`config.mk`:
```
export PLATFORM = sky130hd
export DESIGN_NAME = layer_alpha_blend_compositor
export DESIGN_NICKNAME = d
export VERILOG_FILES = /design/src/lacb_pkg.sv /design/src/lacb_layer.sv /design/src/layer_alpha_blend_compositor.sv
export SDC_FILE = /design/constraint.sdc
export NUM_CORES = 2
export LEC_CHECK = 0
export BUFFER_PORTS_ARGS = -buffer_cell sky130_fd_sc_hd__buf_2
export CORE_MARGIN = 3
export CORE_UTILIZATION = 45
export DETAILED_ROUTE_END_ITERATION = 8
export MAX_ROUTING_LAYER = met4
export SYNTH_ARGS = -nofsm -noshare
export SYNTH_HDL_FRONTEND = slang
export SYNTH_SLANG_ARGS = --single-unit
```
`constraint.sdc`:
```
create_clock -name clock -period 4.7 [get_ports clock]
set_input_delay 0.47 -clock clock [delete_from_list [all_inputs] [get_ports clock]]
set_output_delay 0.47 -clock clock [all_outputs]
set_load 0.02 [all_outputs]
```
`src/lacb_pkg.sv`:
```
`default_nettype none
// ----------------------------------------------------------------------------
// lacb_pkg
// Shared types, constants and helpers for the layer alpha blend compositor.
// ----------------------------------------------------------------------------
package lacb_pkg;

   localparam int unsigned PIXEL_W    = 32;
   localparam int unsigned CHAN_W     = 8;
   localparam int unsigned WEIGHT_W   = 5;
   localparam int unsigned NUM_CHAN   = 3;
   localparam int unsigned PROD_W     = CHAN_W + WEIGHT_W;
   localparam int unsigned CSR_IDX_W  = 3;
   localparam int unsigned CSR_DATA_W = WEIGHT_W;

   localparam logic [CHAN_W-1:0]   CHAN_MAX   = 8'd255;
   localparam logic [WEIGHT_W-1:0] WEIGHT_MAX = 5'd16;
   localparam logic [PROD_W-1:0]   ROUND_HALF = 13'd8;

   localparam logic [WEIGHT_W-1:0] TOP_WEIGHT_RESET    = 5'd16;
   localparam logic [WEIGHT_W-1:0] BOTTOM_WEIGHT_RESET = 5'd0;

   typedef enum logic [CSR_IDX_W-1:0] {
      CSR_BLEND_ENABLE   = 3'd0,
      CSR_THREE_D_ENABLE = 3'd1,
      CSR_OBJECT_ENABLE  = 3'd2,
      CSR_TOP_WEIGHT     = 3'd3,
      CSR_BOTTOM_WEIGHT  = 3'd4
   } csr_index_type;

   // Per-layer control that travels with a pixel down the pipeline.
   typedef struct packed {
      logic                apply;
      logic                blend;
      logic [WEIGHT_W-1:0] top_w;
      logic [WEIGHT_W-1:0] bottom_w;
   } layer_ctrl_type;

   function automatic logic [WEIGHT_W-1:0] sat_weight(input logic [WEIGHT_W-1:0] w);
      sat_weight = (w > WEIGHT_MAX) ? WEIGHT_MAX : w;
   endfunction

   function automatic logic [CHAN_W-1:0] pixel_alpha(input logic [PIXEL_W-1:0] px);
      pixel_alpha = px[PIXEL_W-1 -: CHAN_W];
   endfunction

endpackage
`default_nettype wire

```
`src/lacb_layer.sv`:
```
`default_nettype none
// ----------------------------------------------------------------------------
// lacb_layer
// Two-stage layer placement: weighted channel products, then round, saturate
// and select between replace, pass-through and blend.
// ----------------------------------------------------------------------------
module lacb_layer (
   input  wire logic                          clock,
   input  wire logic                          en_mul,
   input  wire logic                          en_sum,
   input  wire lacb_pkg::layer_ctrl_type      ctrl,
   input  wire logic [lacb_pkg::PIXEL_W-1:0]  up_pixel,
   input  wire logic [lacb_pkg::PIXEL_W-1:0]  low_pixel,
   output logic      [lacb_pkg::PIXEL_W-1:0]  out_pixel
);

   localparam int unsigned CW = lacb_pkg::CHAN_W;
   localparam int unsigned WW = lacb_pkg::WEIGHT_W;
   localparam int unsigned PW = lacb_pkg::PROD_W;
   localparam int unsigned NC = lacb_pkg::NUM_CHAN;

   lacb_pkg::layer_ctrl_type          ctrl_ff;
   logic [lacb_pkg::PIXEL_W-1:0]      up_ff;
   logic [lacb_pkg::PIXEL_W-1:0]      low_ff;
   logic [PW-1:0]                     prod_up_ff  [NC];
   logic [PW-1:0]                     prod_low_ff [NC];
   logic [PW-1:0]                     prod_up_in  [NC];
   logic [PW-1:0]                     prod_low_in [NC];
   logic [lacb_pkg::PIXEL_W-1:0]      mix_pixel;
   logic [lacb_pkg::PIXEL_W-1:0]      result_in;
   logic [lacb_pkg::PIXEL_W-1:0]      result_ff;
   logic [CW-1:0]                     up_alpha;
   logic [CW-1:0]                     low_alpha;

   // Multiply stage
   always_comb begin
      for (int k = 0; k < NC; k++) begin
         prod_up_in[k]  = {{WW{1'b0}}, up_pixel[k*CW +: CW]} *
                          {{CW{1'b0}}, ctrl.top_w};
         prod_low_in[k] = {{WW{1'b0}}, low_pixel[k*CW +: CW]} *
                          {{CW{1'b0}}, ctrl.bottom_w};
      end
   end

   always_ff @(posedge clock) begin
      if (en_mul) begin
         ctrl_ff <= ctrl;
         up_ff   <= up_pixel;
         low_ff  <= low_pixel;
         for (int k = 0; k < NC; k++) begin
            prod_up_ff[k]  <= prod_up_in[k];
            prod_low_ff[k] <= prod_low_in[k];
         end
      end
   end

   // Sum, round, saturate and select stage
   always_comb begin
      logic [PW-1:0]    sum;
      logic [PW-5:0]    shifted;
      up_alpha  = lacb_pkg::pixel_alpha(up_ff);
      low_alpha = lacb_pkg::pixel_alpha(low_ff);
      mix_pixel = '0;
      for (int k = 0; k < NC; k++) begin
         sum     = prod_up_ff[k] + prod_low_ff[k] + lacb_pkg::ROUND_HALF;
         shifted = sum[PW-1:4];
         mix_pixel[k*CW +: CW] = (shifted > {1'b0, lacb_pkg::CHAN_MAX}) ?
                                 lacb_pkg::CHAN_MAX : shifted[CW-1:0];
      end
      mix_pixel[lacb_pkg::PIXEL_W-1 -: CW] = (up_alpha > low_alpha) ? up_alpha : low_alpha;

      if (!ctrl_ff.apply || up_alpha == '0) begin
         result_in = low_ff;
      end else if (!ctrl_ff.blend || low_alpha == '0) begin
         result_in = up_ff;
      end else begin
         result_in = mix_pixel;
      end
   end

   always_ff @(posedge clock) begin
      if (en_sum) begin
         result_ff <= result_in;
      end
   end

   assign out_pixel = result_ff;

endmodule
`default_nettype wire

```
`src/layer_alpha_blend_compositor.sv`:
```
`default_nettype none
// ----------------------------------------------------------------------------
// layer_alpha_blend_compositor
// Composes a 3D layer and then an object layer over a background pixel.
// ----------------------------------------------------------------------------
// Takes one pixel per clock and returns one composed pixel per clock through
// an input register, then two stages per layer (a stage of 8x5 channel
// multiplies and a stage of round, saturate and select) for the 3D layer and
// then the object layer, the last of which is the output register.
// Backpressure on rsp_tready stalls each stage only while the stage ahead of
// it is full, so bubbles close up. Registers are written through the csr_
// port, which is ready whenever reset is low; write them only while no
// pixel is in flight.
// ----------------------------------------------------------------------------
module layer_alpha_blend_compositor (
   input  wire logic                              clock,
   input  wire logic                              reset,
   // Pixel input
   input  wire logic                              req_tvalid,
   output logic                                   req_tready,
   // tdata: background_pixel[31:0], object_pixel[63:32], three_d_pixel[95:64]
   input  wire logic [3*lacb_pkg::PIXEL_W-1:0]    req_tdata,
   // tuser: engine_select[0]
   input  wire logic                              req_tuser,
   // Composed output
   output logic                                   rsp_tvalid,
   input  wire logic                              rsp_tready,
   // tdata: composed_pixel[31:0]
   output logic      [lacb_pkg::PIXEL_W-1:0]      rsp_tdata,
   // Register write
   input  wire logic                              csr_valid,
   output logic                                   csr_ready,
   input  wire logic [lacb_pkg::CSR_IDX_W-1:0]    csr_index,
   input  wire logic [lacb_pkg::CSR_DATA_W-1:0]   csr_data
);

   localparam int unsigned PXW    = lacb_pkg::PIXEL_W;
   localparam int unsigned NSTAGE = 5;

   logic [1:0]                     blend_mask_ff;
   logic [1:0]                     three_d_mask_ff;
   logic [1:0]                     object_mask_ff;
   logic [lacb_pkg::WEIGHT_W-1:0]  top_weight_ff;
   logic [lacb_pkg::WEIGHT_W-1:0]  bottom_weight_ff;

   logic [NSTAGE-1:0]              valid_ff;
   logic [NSTAGE:0]                stage_en;

   lacb_pkg::layer_ctrl_type       three_d_ctrl_in;
   lacb_pkg::layer_ctrl_type       object_ctrl_in;
   lacb_pkg::layer_ctrl_type       three_d_ctrl_ff;
   lacb_pkg::layer_ctrl_type       object_ctrl_s0_ff;
   lacb_pkg::layer_ctrl_type       object_ctrl_s1_ff;
   lacb_pkg::layer_ctrl_type       object_ctrl_s2_ff;

   logic [PXW-1:0]                 background_ff;
   logic [PXW-1:0]                 object_s0_ff;
   logic [PXW-1:0]                 object_s1_ff;
   logic [PXW-1:0]                 object_s2_ff;
   logic [PXW-1:0]                 three_d_ff;
   logic [PXW-1:0]                 mid_pixel;
   logic [PXW-1:0]                 final_pixel;

   // Register file
   assign csr_ready = !reset;

   always_ff @(posedge clock) begin
      if (reset) begin
         blend_mask_ff    <= '0;
         three_d_mask_ff  <= '0;
         object_mask_ff   <= '0;
         top_weight_ff    <= lacb_pkg::TOP_WEIGHT_RESET;
         bottom_weight_ff <= lacb_pkg::BOTTOM_WEIGHT_RESET;
      end else if (csr_valid && csr_ready) begin
         case (lacb_pkg::csr_index_type'(csr_index))
            lacb_pkg::CSR_BLEND_ENABLE:   blend_mask_ff    <= csr_data[1:0];
            lacb_pkg::CSR_THREE_D_ENABLE: three_d_mask_ff  <= csr_data[1:0];
            lacb_pkg::CSR_OBJECT_ENABLE:  object_mask_ff   <= csr_data[1:0];
            lacb_pkg::CSR_TOP_WEIGHT:     top_weight_ff    <= csr_data;
            lacb_pkg::CSR_BOTTOM_WEIGHT:  bottom_weight_ff <= csr_data;
            default: ;  // drop writes to unused indexes
         endcase
      end
   end

   // Stage i loads when it is empty or its contents move on
   always_comb begin
      stage_en[NSTAGE] = rsp_tready;
      for (int i = NSTAGE - 1; i >= 0; i--) begin
         stage_en[i] = !valid_ff[i] || stage_en[i+1];
      end
   end

   assign req_tready = stage_en[0] && !reset;

   always_ff @(posedge clock) begin
      if (reset) begin
         valid_ff <= '0;
      end else begin
         if (stage_en[0]) begin
            valid_ff[0] <= req_tvalid;
         end
         for (int i = 1; i < NSTAGE; i++) begin
            if (stage_en[i]) begin
               valid_ff[i] <= valid_ff[i-1];
            end
         end
      end
   end

   // Decode the engine's mask bits and weights at the input stage
   always_comb begin
      three_d_ctrl_in.apply    = three_d_mask_ff[req_tuser];
      three_d_ctrl_in.blend    = blend_mask_ff[req_tuser];
      three_d_ctrl_in.top_w    = lacb_pkg::sat_weight(top_weight_ff);
      three_d_ctrl_in.bottom_w = lacb_pkg::sat_weight(bottom_weight_ff);
      object_ctrl_in           = three_d_ctrl_in;
      object_ctrl_in.apply     = object_mask_ff[req_tuser];
   end

   always_ff @(posedge clock) begin
      if (stage_en[0]) begin
         background_ff     <= req_tdata[PXW-1:0];
         object_s0_ff      <= req_tdata[2*PXW-1:PXW];
         three_d_ff        <= req_tdata[3*PXW-1:2*PXW];
         three_d_ctrl_ff   <= three_d_ctrl_in;
         object_ctrl_s0_ff <= object_ctrl_in;
      end
      if (stage_en[1]) begin
         object_s1_ff      <= object_s0_ff;
         object_ctrl_s1_ff <= object_ctrl_s0_ff;
      end
      if (stage_en[2]) begin
         object_s2_ff      <= object_s1_ff;
         object_ctrl_s2_ff <= object_ctrl_s1_ff;
      end
   end

   lacb_layer u_three_d_layer (
      .clock     (clock),
      .en_mul    (stage_en[1]),
      .en_sum    (stage_en[2]),
      .ctrl      (three_d_ctrl_ff),
      .up_pixel  (three_d_ff),
      .low_pixel (background_ff),
      .out_pixel (mid_pixel)
   );

   lacb_layer u_object_layer (
      .clock     (clock),
      .en_mul    (stage_en[3]),
      .en_sum    (stage_en[4]),
      .ctrl      (object_ctrl_s2_ff),
      .up_pixel  (object_s2_ff),
      .low_pixel (mid_pixel),
      .out_pixel (final_pixel)
   );

   assign rsp_tvalid = valid_ff[NSTAGE-1];
   assign rsp_tdata  = final_pixel;

   // A stalled stage 2 keeps its item
   a_stall_holds: assert property (@(posedge clock) disable iff (reset)
      (valid_ff[2] && !stage_en[3]) |=> valid_ff[2])
      else $error("pipeline stage lost an item while stalled");

   // Object layer disabled: output equals the 3D stage result
   a_object_bypass: assert property (@(posedge clock) disable iff (reset)
      (valid_ff[3] && stage_en[4] && !u_object_layer.ctrl_ff.apply) |=>
      (rsp_tdata == $past(u_object_layer.low_ff)))
      else $error("disabled object layer altered the pixel");

   // Input is refused only when every stage is full
   a_ready_when_room: assert property (@(posedge clock) disable iff (reset)
      (valid_ff != {NSTAGE{1'b1}}) |-> req_tready)
      else $error("input stalled while the pipeline had room");

endmodule
`default_nettype wire
```
==> impl_metrics.env <==
export IMPL_syn_inst=2986
export IMPL_drtIter0Drc=1012
export IMPL_reg2reg_from="object_ctrl_s0_ff[9]$_SDFFCE_PN1N_"
export IMPL_relSlewSlack=0.241
export IMPL_synth_simple_gate_area_frac=0.129
export IMPL_first_pass_iters=5
export IMPL_avgSynthCellArea_sq_um=12.3
export IMPL_clock_sinks=569
export IMPL_synth_seq_cells=569
export IMPL_grt_pass1_vias=23840
export IMPL_coreArea_sq_um=80700
export IMPL_top_level_ports=145
export IMPL_crit_fanout=15
export IMPL_design_die_area_sq_um=85100
export IMPL_synth_mux_area_frac=0.00811
export IMPL_finClkSkew_ns=0.0327
export IMPL_p_leak_uw=0.0191
export IMPL_ys_seq_area_frac=0.459
export IMPL_synthDistinctLibCells=72
export IMPL_grt_pass1_wl_mm=126
export IMPL_syn_num_nets=3706
export IMPL_whs_ns=0.0424
export IMPL_fill_cells=7056
export IMPL_critPathArrivalTime_ns=4.94
export IMPL_status="finished clean"
export IMPL_crit_type="reg -> reg"
export IMPL_cts_tree="done"
export IMPL_portBuffers=144
export IMPL_hold_end="object_s0_ff[17]$_DFFE_PN_"
export IMPL_synth_top_area_frac=0.448
export IMPL_htree_levels=3
export IMPL_synth_top_area_cell="edfxtp_1"
export IMPL_wl_per_cell_um=18.1
export IMPL_worstHoldStart="req_tdata[49]"
export IMPL_cts_resized=0
export IMPL_powerDensity_nw_per_um2=280
export IMPL_setup_violations=0
export IMPL_synthFlopType="edfxtp_1"
export IMPL_dp_cells=4167
export IMPL_die_h_um=292
export IMPL_dpl_hpwl_mm=58.4
export IMPL_grt_overflow_total=0
export IMPL_drive_above_1_share=0.107
export IMPL_crit_path_start_kind="flip-flop"
export IMPL_synth_edf_count=548
export IMPL_place_congestion=0.880
export IMPL_synthesis_area_sq_um=36700
export IMPL_path_clk_slew_ns=0.06
export IMPL_vias=22686
export IMPL_stdcell_count=4323
export IMPL_holdPathStages=1
export IMPL_tightest_slew_ns=1.14
export IMPL_yosys_top_cells_area="edfxtp_1 (45%), ha_1 (13%), fa_1 (12%)"
export IMPL_reg2reg_depth=13
export IMPL_cp_end_kind="flip-flop"
export IMPL_synth_compound_area_share=0.0784
export IMPL_dieWidth_um=292
export IMPL_r2r_end="u_three_d_layer.prod_up_ff[0][12]$_DFFE_PP_"
export IMPL_clockBufferDepth=3
export IMPL_synth_top_family_by_area="adder cells"
export IMPL_ir_drop_v=0.000279
export IMPL_root_buffer="clkbuf_16"
export IMPL_yosysMostFrequentCell="edfxtp_1"
export IMPL_viasPerCell=5.25
export IMPL_slew_viol_final=0
export IMPL_start_util=0.455
export IMPL_synth_fa_ha_area_frac=0.252
export IMPL_finalCritPeriodShare=0.963
export IMPL_wl_mm=78.2
export IMPL_nets=3934
export IMPL_hp_class="in -> reg"
export IMPL_synthArstFlopShare=0
export IMPL_grt_max_degree=138
export IMPL_drc=0
export IMPL_fmax_mhz=221
export IMPL_maxCapViolCount=0
export IMPL_fin_crit_ns=4.52
export IMPL_gr_usage_all_layers=0.191
export IMPL_synth_commonest_cells="edfxtp_1 (548), ha_1 (394), and2_1 (340)"
export IMPL_ys_warn_count=0
export IMPL_rsz0062_at_grt="yes"
export IMPL_rows=104
export IMPL_worstSkewPairLatency_ns=0.61
export IMPL_finalPower_uw=11600
export IMPL_antenna_left=0
export IMPL_final_util=0.512
export IMPL_finalHoldViolCount=0
export IMPL_required_ns=5.12
export IMPL_cts_inserted_buffers=67
export IMPL_antenna_found_initial=4
export IMPL_synthXorXnorAreaFrac=0.0339
export IMPL_ff2ff_setup_slack_ns=0.18
export IMPL_area_delta_synth_final_pct=12.4
==> cell usage in the layout, fill, tap and decap left out, types with 49 or more instances in the layout <==
cell | Yosys | routed
nor3_1 | 49 | 49
clkbuf_16 | 0 | 69
edfxtp_1 | 548 | 548
inv_1 | 334 | 332
nor2_1 | 122 | 122
nand2_1 | 184 | 182
fa_1 | 216 | 216
xnor2_1 | 99 | 99
ha_1 | 394 | 394
a21oi_1 | 95 | 95
buf_2 | 3 | 144
and2_1 | 340 | 340
==> worst max-delay path, stage by stage (launching register included) <==
cell	delay, ns
edfxtp_1	0.82
nand2_1	0.16
fa_1	0.53
fa_1	0.43
fa_1	0.51
inv_1	0.06
ha_1	0.31
a21o_1	0.20
a21oi_2	0.17
nor2b_1	0.06
o21a_1	0.20
o41ai_4	0.28
or4b_1	0.47
o211ai_1	0.14
==> kinds of logic after synthesis <==
logic type | count (synthesis)
and+or+nand+nor | 877
xor gates and xnor gates | 142
DFF | 569
muxes | 28
buffers and inverters | 386
AOI/OAI and AO/OA | 374
adders and majority gates | 610
==> worst max-delay path by stage <==
stage	end	from	cells after the start
2_1_floorplan	object_ctrl_s1_ff[0]$_DFFE_PP_	valid_ff[4]$_SDFFE_PP0P_	4
3_3_place_gp	u_three_d_layer.prod_up_ff[0][12]$_DFFE_PP_	object_ctrl_s0_ff[7]$_SDFFCE_PN0N_	13
3_5_place_dp	u_object_layer.prod_low_ff[0][38]$_DFFE_PP_	object_ctrl_s2_ff[2]$_DFFE_PP_	13
4_1_cts	u_object_layer.prod_low_ff[0][38]$_DFFE_PP_	object_ctrl_s2_ff[2]$_DFFE_PP_	13
5_1_grt	u_three_d_layer.prod_up_ff[0][12]$_DFFE_PP_	object_ctrl_s0_ff[9]$_SDFFCE_PN1N_	13
6_report	u_three_d_layer.prod_up_ff[0][12]$_DFFE_PP_	object_ctrl_s0_ff[9]$_SDFFCE_PN1N_	13
==> sequential cells by signal, indices dropped and copies added, names as in the netlist, 39 cells and up <==
signal	count
u_three_d_layer.prod_low_ff	39
u_three_d_layer.prod_up_ff	39
u_object_layer.prod_up_ff	39
u_object_layer.prod_low_ff	39
==> through the flow <==
step                area [sq um]  worst slack [ns]  TNS (ns)
finish                     41300             0.176         0
global route               41300           -0.0211   -0.0211
CTS                        41300             0.176         0
detailed placement         38800             0.189         0
global placement           38800             0.359         0
floorplan                  36700             0.394         0
==> area by class of cell <==
type | count | area (sq um) | share of cell area
antenna | 1 | 2.50 | 0.0000606
inverter | 334 | 1260 | 0.0306
clock buffer | 81 | 1790 | 0.0434
timing repair buffer | 211 | 1320 | 0.0320
tap | 1060 | 1330 | 0.0321
clock inverter | 36 | 292 | 0.00706
sequential | 569 | 16900 | 0.409
multi-input combinational | 2031 | 18400 | 0.446
==> metal layers <==
| layer | share of wire | wire length, um | track usage |
|---|---|---|---|
| met2 | 0.48 | 37700 | 0.315 |
| met5 | 0 | 0 | - |
| met3 | 0.037 | 2910 | 0.0255 |
| met1 | 0.45 | 35400 | 0.248 |
| met4 | 0.027 | 2140 | 0.0535 |
==> report_power, final <==
part           switching [uW]  leakage (uW)  internal [uW]
clock network            2040       0.00102           2890
registers                 176       0.00621           5770
logic                     379        0.0119            328
==> repair_timing <==
item	4_1_cts	5_1_grt
hold endpoints to repair	34	0
buffers inserted	0	4
hold buffers	34	0
endpoints found under the setup margin	0	2
No activity file was read; power rests on OpenSTA's default activity.
